[src/sv/lpr_pkg.sv]
// Shared types and constants for the line point rasterizer.
// Used by lpr_ctrl, lpr_dp, line_point_rasterizer and lpr_checker.
package lpr_pkg;

    localparam int COORD_W         = 7;   // width of every coordinate field
    localparam int COORD_LIMIT_DEF = 63;  // default saturation bound for end points
    localparam int D_W             = COORD_W + 1;  // |delta| with sign bit
    localparam int ERR_W           = COORD_W + 2;  // error term
    localparam int E2_W            = ERR_W + 1;    // doubled error term

    typedef enum logic {
        LPR_IDLE,
        LPR_EMIT
    } t_lpr_state;

    // controller -> datapath
    typedef struct packed {
        logic load;  // capture a new end point and reset the walk to the origin
        logic step;  // advance the walk by one point
    } t_lpr_cmd;

    // datapath -> controller
    typedef struct packed {
        logic at_end;  // current point equals the end point
    } t_lpr_sts;

endpackage

[src/sv/lpr_ctrl.sv]
// Controller for the line point rasterizer: idle/emit state machine.
// Depends on lpr_pkg; drives lpr_dp through t_lpr_cmd, reads t_lpr_sts.
module lpr_ctrl (
    input  logic              i_clk,
    input  logic              i_rst_n,
    input  logic              i_in_valid,
    output logic              o_in_stall,
    output logic              o_out_valid,
    input  logic              i_out_stall,
    input  lpr_pkg::t_lpr_sts i_sts,
    output lpr_pkg::t_lpr_cmd o_cmd
);
    import lpr_pkg::*;

    t_lpr_state r_state;
    t_lpr_state n_state;
    logic       out_take;

    assign out_take = (r_state == LPR_EMIT) && !i_out_stall;

    always_comb begin
        n_state = r_state;
        unique case (r_state)
            LPR_IDLE: begin
                if (i_in_valid) begin
                    n_state = LPR_EMIT;
                end
            end
            LPR_EMIT: begin
                if (out_take && i_sts.at_end) begin
                    n_state = LPR_IDLE;
                end
            end
            default: n_state = LPR_IDLE;
        endcase
    end

    always_comb begin
        o_in_stall  = 1'b1;
        o_out_valid = 1'b0;
        o_cmd       = '0;
        unique case (r_state)
            LPR_IDLE: begin
                o_in_stall = 1'b0;
                o_cmd.load = i_in_valid;
            end
            LPR_EMIT: begin
                o_out_valid = 1'b1;
                // the point on show is consumed; move on unless it was the last
                o_cmd.step  = out_take && !i_sts.at_end;
            end
            default: begin
                o_in_stall = 1'b1;
            end
        endcase
    end

    always_ff @(posedge i_clk) begin
        if (!i_rst_n) begin
            r_state <= LPR_IDLE;
        end else begin
            r_state <= n_state;
        end
    end

endmodule

[src/sv/lpr_dp.sv]
// Datapath for the line point rasterizer: end point saturation and the
// Bresenham error walk registers. Depends on lpr_pkg; commanded by lpr_ctrl.
module lpr_dp #(
    parameter int COORD_LIMIT = lpr_pkg::COORD_LIMIT_DEF
) (
    input  logic                                i_clk,
    input  lpr_pkg::t_lpr_cmd                   i_cmd,
    output lpr_pkg::t_lpr_sts                   o_sts,
    input  logic signed [lpr_pkg::COORD_W-1:0]  i_end_x,
    input  logic signed [lpr_pkg::COORD_W-1:0]  i_end_y,
    output logic signed [lpr_pkg::COORD_W-1:0]  o_point_x,
    output logic signed [lpr_pkg::COORD_W-1:0]  o_point_y
);
    import lpr_pkg::*;

    localparam logic signed [COORD_W-1:0] LimP = COORD_W'(COORD_LIMIT);
    localparam logic signed [COORD_W-1:0] LimN = -LimP;

    logic signed [COORD_W-1:0] r_ex, n_ex, r_ey, n_ey;
    logic signed [COORD_W-1:0] r_x, n_x, r_y, n_y;
    logic signed [D_W-1:0]     r_dx, n_dx, r_dy, n_dy;
    logic signed [ERR_W-1:0]   r_err, n_err;
    logic                      r_sx, n_sx, r_sy, n_sy;

    logic signed [COORD_W-1:0] ex_sat, ey_sat;
    logic signed [D_W-1:0]     ld_dx, ld_dy;
    logic signed [ERR_W-1:0]   dx_e, dy_e, ld_err, add_x, add_y;
    logic signed [E2_W-1:0]    e2, dx_e2, dy_e2;
    logic                      go_x, go_y;

    // saturate the end point; this also catches the most negative pattern
    always_comb begin
        if (i_end_x > LimP) begin
            ex_sat = LimP;
        end else if (i_end_x < LimN) begin
            ex_sat = LimN;
        end else begin
            ex_sat = i_end_x;
        end
        if (i_end_y > LimP) begin
            ey_sat = LimP;
        end else if (i_end_y < LimN) begin
            ey_sat = LimN;
        end else begin
            ey_sat = i_end_y;
        end
        ld_dx = {ex_sat[COORD_W-1], ex_sat};
        if (ex_sat < 0) begin
            ld_dx = -ld_dx;
        end
        ld_dy = {ey_sat[COORD_W-1], ey_sat};
        if (ey_sat > 0) begin
            ld_dy = -ld_dy;
        end
        ld_err = {ld_dx[D_W-1], ld_dx} + {ld_dy[D_W-1], ld_dy};
    end

    // one walk step: both tests use the error from before the step
    always_comb begin
        e2    = {r_err, 1'b0};
        dx_e  = {r_dx[D_W-1], r_dx};
        dy_e  = {r_dy[D_W-1], r_dy};
        dx_e2 = {{2{r_dx[D_W-1]}}, r_dx};
        dy_e2 = {{2{r_dy[D_W-1]}}, r_dy};
        go_x  = (e2 >= dy_e2);
        go_y  = (e2 <= dx_e2);
        add_x = go_x ? dy_e : '0;
        add_y = go_y ? dx_e : '0;
    end

    always_comb begin
        n_ex  = r_ex;
        n_ey  = r_ey;
        n_dx  = r_dx;
        n_dy  = r_dy;
        n_sx  = r_sx;
        n_sy  = r_sy;
        n_err = r_err;
        n_x   = r_x;
        n_y   = r_y;
        priority if (i_cmd.load) begin
            n_ex  = ex_sat;
            n_ey  = ey_sat;
            n_dx  = ld_dx;
            n_dy  = ld_dy;
            n_sx  = (ex_sat > 0);
            n_sy  = (ey_sat > 0);
            n_err = ld_err;
            n_x   = '0;
            n_y   = '0;
        end else if (i_cmd.step) begin
            n_err = r_err + add_x + add_y;
            if (go_x) begin
                n_x = r_sx ? r_x + COORD_W'(1) : r_x - COORD_W'(1);
            end
            if (go_y) begin
                n_y = r_sy ? r_y + COORD_W'(1) : r_y - COORD_W'(1);
            end
        end
    end

    always_ff @(posedge i_clk) begin
        r_ex  <= n_ex;
        r_ey  <= n_ey;
        r_dx  <= n_dx;
        r_dy  <= n_dy;
        r_sx  <= n_sx;
        r_sy  <= n_sy;
        r_err <= n_err;
        r_x   <= n_x;
        r_y   <= n_y;
    end

    assign o_sts.at_end = (r_x == r_ex) && (r_y == r_ey);
    assign o_point_x    = r_x;
    assign o_point_y    = r_y;

endmodule

[src/sv/line_point_rasterizer.sv]
// Line point rasterizer: walks the Bresenham line from the origin to one end point.
// The origin appears on the output in the cycle after the end point is taken.
// Throughput: one point per cycle while the output is not stalled; an item is
// max(|x|,|y|)+1 points, and a new end point is taken only once its last point is out.
// Reset (synchronous, active low) returns the controller to idle; datapath holds no reset.
module line_point_rasterizer #(
    parameter int COORD_LIMIT = lpr_pkg::COORD_LIMIT_DEF
) (
    input  logic                                i_clk,
    input  logic                                i_rst_n,
    input  logic                                i_in_valid,
    output logic                                o_in_stall,
    input  logic signed [lpr_pkg::COORD_W-1:0]  i_end_x,
    input  logic signed [lpr_pkg::COORD_W-1:0]  i_end_y,
    output logic                                o_out_valid,
    input  logic                                i_out_stall,
    output logic signed [lpr_pkg::COORD_W-1:0]  o_point_x,
    output logic signed [lpr_pkg::COORD_W-1:0]  o_point_y,
    output logic                                o_last_point
);
    import lpr_pkg::*;

    t_lpr_cmd cmd;
    t_lpr_sts sts;

    lpr_ctrl u_ctrl (
        .i_clk       (i_clk),
        .i_rst_n     (i_rst_n),
        .i_in_valid  (i_in_valid),
        .o_in_stall  (o_in_stall),
        .o_out_valid (o_out_valid),
        .i_out_stall (i_out_stall),
        .i_sts       (sts),
        .o_cmd       (cmd)
    );

    lpr_dp #(
        .COORD_LIMIT (COORD_LIMIT)
    ) u_dp (
        .i_clk     (i_clk),
        .i_cmd     (cmd),
        .o_sts     (sts),
        .i_end_x   (i_end_x),
        .i_end_y   (i_end_y),
        .o_point_x (o_point_x),
        .o_point_y (o_point_y)
    );

    assign o_last_point = sts.at_end;

endmodule

[config.mk]
export PLATFORM = sky130hd
export DESIGN_NAME = line_point_rasterizer
export DESIGN_NICKNAME = d
export VERILOG_FILES = /design/src/sv/lpr_pkg.sv /design/src/sv/lpr_ctrl.sv /design/src/sv/lpr_dp.sv /design/src/sv/line_point_rasterizer.sv
export SDC_FILE = /design/constraint.sdc
export NUM_CORES = 1
export LEC_CHECK = 0
export BUFFER_PORTS_ARGS = -buffer_cell sky130_fd_sc_hd__buf_4
export CAP_MARGIN = 20
export CORE_AREA = 2 2 99 101
export CTS_BUF_LIST = sky130_fd_sc_hd__clkbuf_4 sky130_fd_sc_hd__clkbuf_8 sky130_fd_sc_hd__clkbuf_16
export DETAILED_ROUTE_END_ITERATION = 12
export DIE_AREA = 0 0 101 103
export GPL_TIMING_DRIVEN = 0
export PLACE_DENSITY = 0.6
export SLEW_MARGIN = 20
export SYNTH_ARGS = -nofsm -noshare
export SYNTH_HDL_FRONTEND = slang
export SYNTH_HIERARCHICAL = 1
export SYNTH_SLANG_ARGS = --single-unit
[constraint.sdc]
create_clock -name i_clk -period 3.69 [get_ports i_clk]
set_input_delay 0.1845 -clock i_clk [delete_from_list [all_inputs] [get_ports i_clk]]
set_output_delay 0.1845 -clock i_clk [all_outputs]
set_load 0.03 [all_outputs]
* After elaboration in Yosys (flattened, before gate mapping)
Cells that the tools add are included.
** Cells by class
- Add/sub/neg operators :: 9
- Order comparisons :: 9
- Equal/unequal tests :: 2
- Mux-type cells :: 18
- Bitwise logic cells :: 1
- Reduce and logical (&&, ||, !) cells :: 9
** Operator list (number)
- two-way mux 7 bit :: 6
- two-way mux 9 bit :: 4
- adder 9 bit :: 2
- two-way mux 8 bit :: 2
- negator 7 -> 8 bit :: 2
- adder 7 x 2 -> 7 bit (second input constant) :: 2
- equality test 7 bit :: 2
- greater-than comparator 7 x 1 -> 1 bit (second input constant) :: 2
- greater-than comparator 7 bit (second input constant) :: 2
- less-than comparator 7 bit (second input constant) :: 2
- subtractor 7 x 2 -> 7 bit (second input constant) :: 2
- greater-or-equal comparator 10 x 8 -> 1 bit :: 1
- less-or-equal comparator 10 x 8 -> 1 bit :: 1
- adder 8 x 8 -> 9 bit :: 1
- less-than comparator 7 x 1 -> 1 bit (second input constant) :: 1
- two-way mux 1 bit :: 5
- logical AND 1 bit :: 4
- AND reduction 2 bit :: 2
- zero test 1 bit :: 2
- one-hot mux 1 bit (2 select lines) :: 1
- nonzero test 2 bit :: 1
- inverter 1 bit :: 1
** Storage, ports and cells
- Register bits after elaboration :: 56
- Bits of input ports :: 18
- Output and inout bits :: 17
- Word-level logic and storage cells :: 58

* Depth between registers and ports, before layout
- Word-level depth :: 7
- Depth in mapped cells :: 20
- Mapped depth without buffers :: 19

* Hierarchy
The synthesis kept the hierarchy.
** By module, submodules not included
- lpr_dp :: instances 1, cells an instance 404, area each 4056.4 µm², sequential area each 1451.4 µm²
- lpr_ctrl :: instances 1, cells an instance 7, area each 63.8 µm², sequential area each 20.0 µm²

* Worst setup path before layout
Ideal clock, no wire load.
- Path kind :: flip-flop to flip-flop
- From :: register u_dp.r_err[4]
- To :: register u_dp.r_err[8], data pin
- Setup time :: 0.265 ns
- Arrival time :: 3.827 ns
- Data required time :: 3.425 ns
- Slack :: -0.401 ns
- Stages on the path, launching flop included :: 16
- Buffers on the path :: 0
- Clock period less this slack :: 4.091 ns
- Cell sequence :: edfxtp_1 > ha_1 > a21oi_1 > o21ai_2 > a2111oi_4 > mux2_4 > and2_2 > fa_1 > ha_1 > a21o_1 > a21oi_1 > nand2b_1 > a21boi_0 > o41a_1 > xor3_1 > a22oi_2
** On the way
- Cells in the longest elaborated chain, start to end :: 6
- Elaborated cells between the ends (all ways) :: 8
- Classes of those cells :: add/sub: 2; order compare: 2; mux: 4
** Ends and longest elaborated chain
- start, declared :: RTL line lpr_dp.sv:22 : logic signed [ERR_W-1:0] r_err, n_err;
- start signal, assigned :: RTL line lpr_dp.sv:109 : r_err <= n_err;
- greater-or-equal comparator 10 x 8 -> 1 bit :: RTL line lpr_dp.sv:65 : go_x = (e2 >= dy_e2);
- two-way mux 9 bit :: RTL line lpr_dp.sv:67 : add_x = go_x ? dy_e : '0;
- adder 9 bit :: RTL line lpr_dp.sv:92 : n_err = r_err + add_x + add_y;
- adder 9 bit (*) :: RTL line lpr_dp.sv:92
- two-way mux 9 bit (*) :: RTL line lpr_dp.sv:91 : end else if (i_cmd.step) begin
- two-way mux 9 bit (*) :: RTL line lpr_dp.sv:81 : priority if (i_cmd.load) begin
- via u_dp.n_err[8] :: RTL line lpr_dp.sv:22
Mark *: on every way through the listed nets, which the timed path passes. The rest lies on a longest branch. The select of a mux whose other input is x is not followed.
A chain may end at the register's enable or synchronous reset.

* Worst setup path in the final report
- From :: register u_dp.r_dx[7]
- To :: register u_dp.r_err[8], data pin
** On the way
- Cells in the longest elaborated chain, start to end :: 5
** Ends and longest elaborated chain
- start, declared :: RTL line lpr_dp.sv:21 : logic signed [D_W-1:0] r_dx, n_dx, r_dy, n_dy;
- start signal, assigned :: RTL line lpr_dp.sv:105 : r_dx <= n_dx;
- less-or-equal comparator 10 x 8 -> 1 bit :: RTL line lpr_dp.sv:66 : go_y = (e2 <= dx_e2);
- two-way mux 9 bit (*) :: RTL line lpr_dp.sv:68 : add_y = go_y ? dx_e : '0;
- adder 9 bit (*) :: RTL line lpr_dp.sv:92
- two-way mux 9 bit (*) :: RTL line lpr_dp.sv:91
- two-way mux 9 bit (*) :: RTL line lpr_dp.sv:81
- via u_dp.n_err[8] :: RTL line lpr_dp.sv:22
Marked as above.

==> impl_metrics.json <==
{
  "via_per_inst": 5.17,
  "synth-compound-area-share_pct": 12.0,
  "violations": "negative setup slack",
  "fin_skew_ns": 0.0190,
  "instances_no_fill": 590,
  "rows": 36,
  "syn2layout_area_growth_pct": 20.6,
  "die_w_um": 101,
  "holdCritStartpoint": "i_rst_n",
  "p_switching_mw": 1.74,
  "synth_top_family_by_area": "adder cells",
  "synthSimpleGateAreaFrac_pct": 14.7,
  "grt-ovfl-total": 0,
  "synth_cell_types": 54,
  "power.density_mw_per_mm2": 859,
  "clk_latency_ns": 0.31,
  "worstPathArrival_ns": 4.09,
  "crit_required_ns": 3.75,
  "power_switching_share_pct": 40.7,
  "synth.avg_cell_area_um2": 10.0,
  "dieArea_mm2": 0.0104,
  "p_int_mw": 2.53,
  "hpwlAfterDp_um": 7000,
  "cpPeakStageDelay_ns": 0.48,
  "finalNetCount": 552,
  "synth_area_mm2": 0.00412,
  "wire_per_inst_um": 15.5,
  "critPathMaxFanout": 4,
  "first_iter_violations": 112,
  "synth_seq_area_share_pct": 35.7,
  "post-route-util_pct": 52.6,
  "dp_slack_ns": -0.686,
  "antennaDiodeCount": 0,
  "ys_ff_latch": 54,
  "r2r-start": "u_dp/r_dx[7]",
  "grt_pass1_vias": 2912,
  "hold_class": "input pin to flop",
  "clock_power_share_pct": 8.9,
  "synth-edff-count": 39,
  "worstMarginPinSlew_ns": 0.740,
  "irDropWorstVdd_uv": 318,
  "clkTransAtPathRegs_ns": 0.11,
  "p_leak_nw": 2.22,
  "critPathKind": "flop to flop",
  "status": "complete, but fails checks",
  "slew_violations": 0,
  "slowest_stage": "fa_1",
  "fin_crit_sh_pct": 109,
  "track_usage_pct": 18.2,
  "drt-total-wl_um": 9130,
  "placedCellCount": 560,
  "setup_slack_ns": -0.332,
  "grt_setup_unrepaired": "true",
  "drc_errors": 0,
  "core_area_mm2": 0.00946,
  "synthMuxAreaShare_pct": 2.40,
  "path_cells": "inv_2 -> ha_4 -> nand4_1 -> nor3_2 -> a2111oi_4 -> mux2_4 -> and2_4 -> fa_1 -> ha_1 -> a21o_1 -> a21oi_2 -> nand2b_4 -> a21boi_2 -> o41a_1 -> xor3_1 -> a22oi_2",
  "grt_max_degree": 32,
  "start_util_pct": 43.6,
  "critPathLaunchType": "flop",
  "relSlewSlack_pct": 50.6,
  "antenna_left": 0,
  "cp-startpoint": "u_dp/r_dx[7]",
  "p_comb_share_pct": 67.7,
  "final-setup-viol-count": 5,
  "clock_path_buffers": 2,
  "post-route-min-period_ns": 4.02,
  "die_y_um": 103,
  "cts_hold_buf": 0,
  "cts_tree": "yes",
  "cap_violations": 0,
  "async_flop_share_pct": 0,
  "syn-instance-count": 411,
  "grt_pass1_wl_um": 14700,
  "dr.pass1.iters": 4,
  "ios": 35,
  "drive_gt1_share_pct": 24.8,
  "vias": 3050,
  "antenna_found_initial": 0,
  "synthAdderAreaFrac_pct": 20.1,
  "crit_buf_inv": 1,
  "ys.warnings.count": 6,
  "port_buffers": 34,
  "htree_levels": 2,
  "ys.flop_type": "edfxtp_1",
  "hold_viol": 0,
  "path_delay_family": "compound AO/OA/AOI/OAI gates",
  "synth_xor_area_share_pct": 10.1,
  "place.gp.congestion": 0.783,
  "endpoint_kind": "flop",
  "p_seq_share_pct": 23.3,
  "cts_sinks": 54,
  "max_freq_mhz": 249,
  "cts-root-buf": "clkbuf_8",
  "numCtsBuffers": 5
}
[sequential cells by signal, indices dropped and copies added (netlist names)]
name / count
u_dp/r_dx: 7
u_dp/r_dy: 7
u_dp/r_sy: 1
u_dp/o_point_y: 7
u_dp/r_err: 9
u_dp/r_sx: 1
u_dp/r_ey: 7
u_ctrl/r_state: 1
u_dp/o_point_x: 7
u_dp/r_ex: 7
[worst register-to-register path, cell delays in order, from the launching register on]
cell and delay (ns):
edfxtp_1 0.43, inv_2 0.15, ha_4 0.22, nand4_1 0.17, nor3_2 0.09, a2111oi_4 0.33
mux2_4 0.36, and2_4 0.15, fa_1 0.48, ha_1 0.29, a21o_1 0.18, a21oi_2 0.15
nand2b_4 0.15, a21boi_2 0.06, o41a_1 0.32, xor3_1 0.22, a22oi_2 0.05
[worst paths after layout]
path / endpoint / slack, ns / depth (start not counted)
max: u_dp/r_err[8] / -0.33 / 16
min: u_ctrl/r_state / 0.13 / 3
max reg2reg: u_dp/r_err[8] / -0.33 / 16
min reg2reg: u_ctrl/r_state / 0.52 / 1
[final cells by class]
| class | instances | area (µm²) |
|---|---|---|
| Fill cell | 848 | 4490 |
| Clock buffer | 6 | 93.8 |
| Sequential cell | 54 | 1470 |
| Inverter | 45 | 169 |
| Tap cell | 114 | 143 |
| Timing Repair Buffer | 56 | 424 |
| Multi-Input combinational cell | 306 | 2630 |
| Clock inverter | 2 | 12.5 |
| Buffer | 7 | 31.3 |
[stage by stage]
stage | hold slack, ns | total power [mW] | setup TNS [ns] | instance area (µm²)
floorplan | 0.326 | 2.78 | -0.442 | 4150
global placement | 0.468 | 3.23 | -2.34 | 4540
finish | 0.129 | 4.27 | -0.903 | 4970
detailed placement | 0.475 | 3.28 | -2.62 | 4540
global route | 0.145 | 4.66 | -1.86 | 4970
CTS | 0.129 | 4.01 | -1.05 | 4860
[synth_stat cells, drive strengths merged, types with 3 or more instances]
cell type	instances	area, µm²
o21bai	6	45.0
xor2	13	114
a21oi	32	160
or3	6	37.5
nor2	37	139
nand2	17	71.3
or2	4	25.0
a21o	8	60.1
nand2b	9	56.3
nor2b	9	56.3
edfxtp	39	1170
fa	12	240
mux2	4	48.8
buf	3	16.3
clkbuf	4	15.0
nand3	4	20.0
and2	9	66.3
mux2i	5	50.1
inv	45	169
a31oi	3	18.8
nor3	6	35.0
nand4	4	25.0
xnor2	32	280
nor4	3	18.8
dfxtp	15	300
ha	47	588
o21ai	12	63.8
[timing repair]
| action | in CTS | in global routing |
|---|---|---|
| buffers inserted | 19 | 5 |
| gates resized for setup | 13 | 16 |
| endpoints found under the setup margin | 7 | 6 |
| pin swaps | 16 | 17 |
[cell usage in the layout, fill, tap and decap left out, types with 11 or more instances in the layout]
| cell | instances |
|---|---|
| nand2_1 | 15 |
| ha_1 | 39 |
| a21oi_1 | 28 |
| nor2_1 | 36 |
| fa_1 | 11 |
| dfxtp_1 | 15 |
| buf_4 | 56 |
| xnor2_1 | 31 |
| edfxtp_1 | 39 |
| xor2_1 | 13 |
| inv_1 | 40 |
[cell families (layout without fill, tap and decap cells)]
family                   after synthesis  in the layout
buffers and inverters                 52            116
XOR/XNOR                              46             46
AO/OA/AOI/OAI                         76             76
AND/OR/NAND/NOR                      114            114
flip-flops                            54             54
adder cells (fa/ha/maj)               59             59
other                                  1              2
multiplexers                           9              9
[metal layers]
layer | vias up | GRT usage [%] | share of wire, %
met4 | 0 | 3.95 | 1.2
met5 | - | 0 | 0
li1 | 1548 | - | -
met2 | 42 | 31.0 | 49
met1 | 1449 | 25.2 | 47
met3 | 11 | 2.10 | 2.4
[power groups by stage]
stage               logic, mW  clock network (mW)  registers, mW
CTS                      2.62               0.394           1.00
global placement         2.22                   0           1.01
detailed placement       2.26                   0           1.02
floorplan                1.72                   0           1.05
global route             3.23               0.418           1.02
finish                   2.89               0.382          0.997
Power figures use the tool's default switching activity.
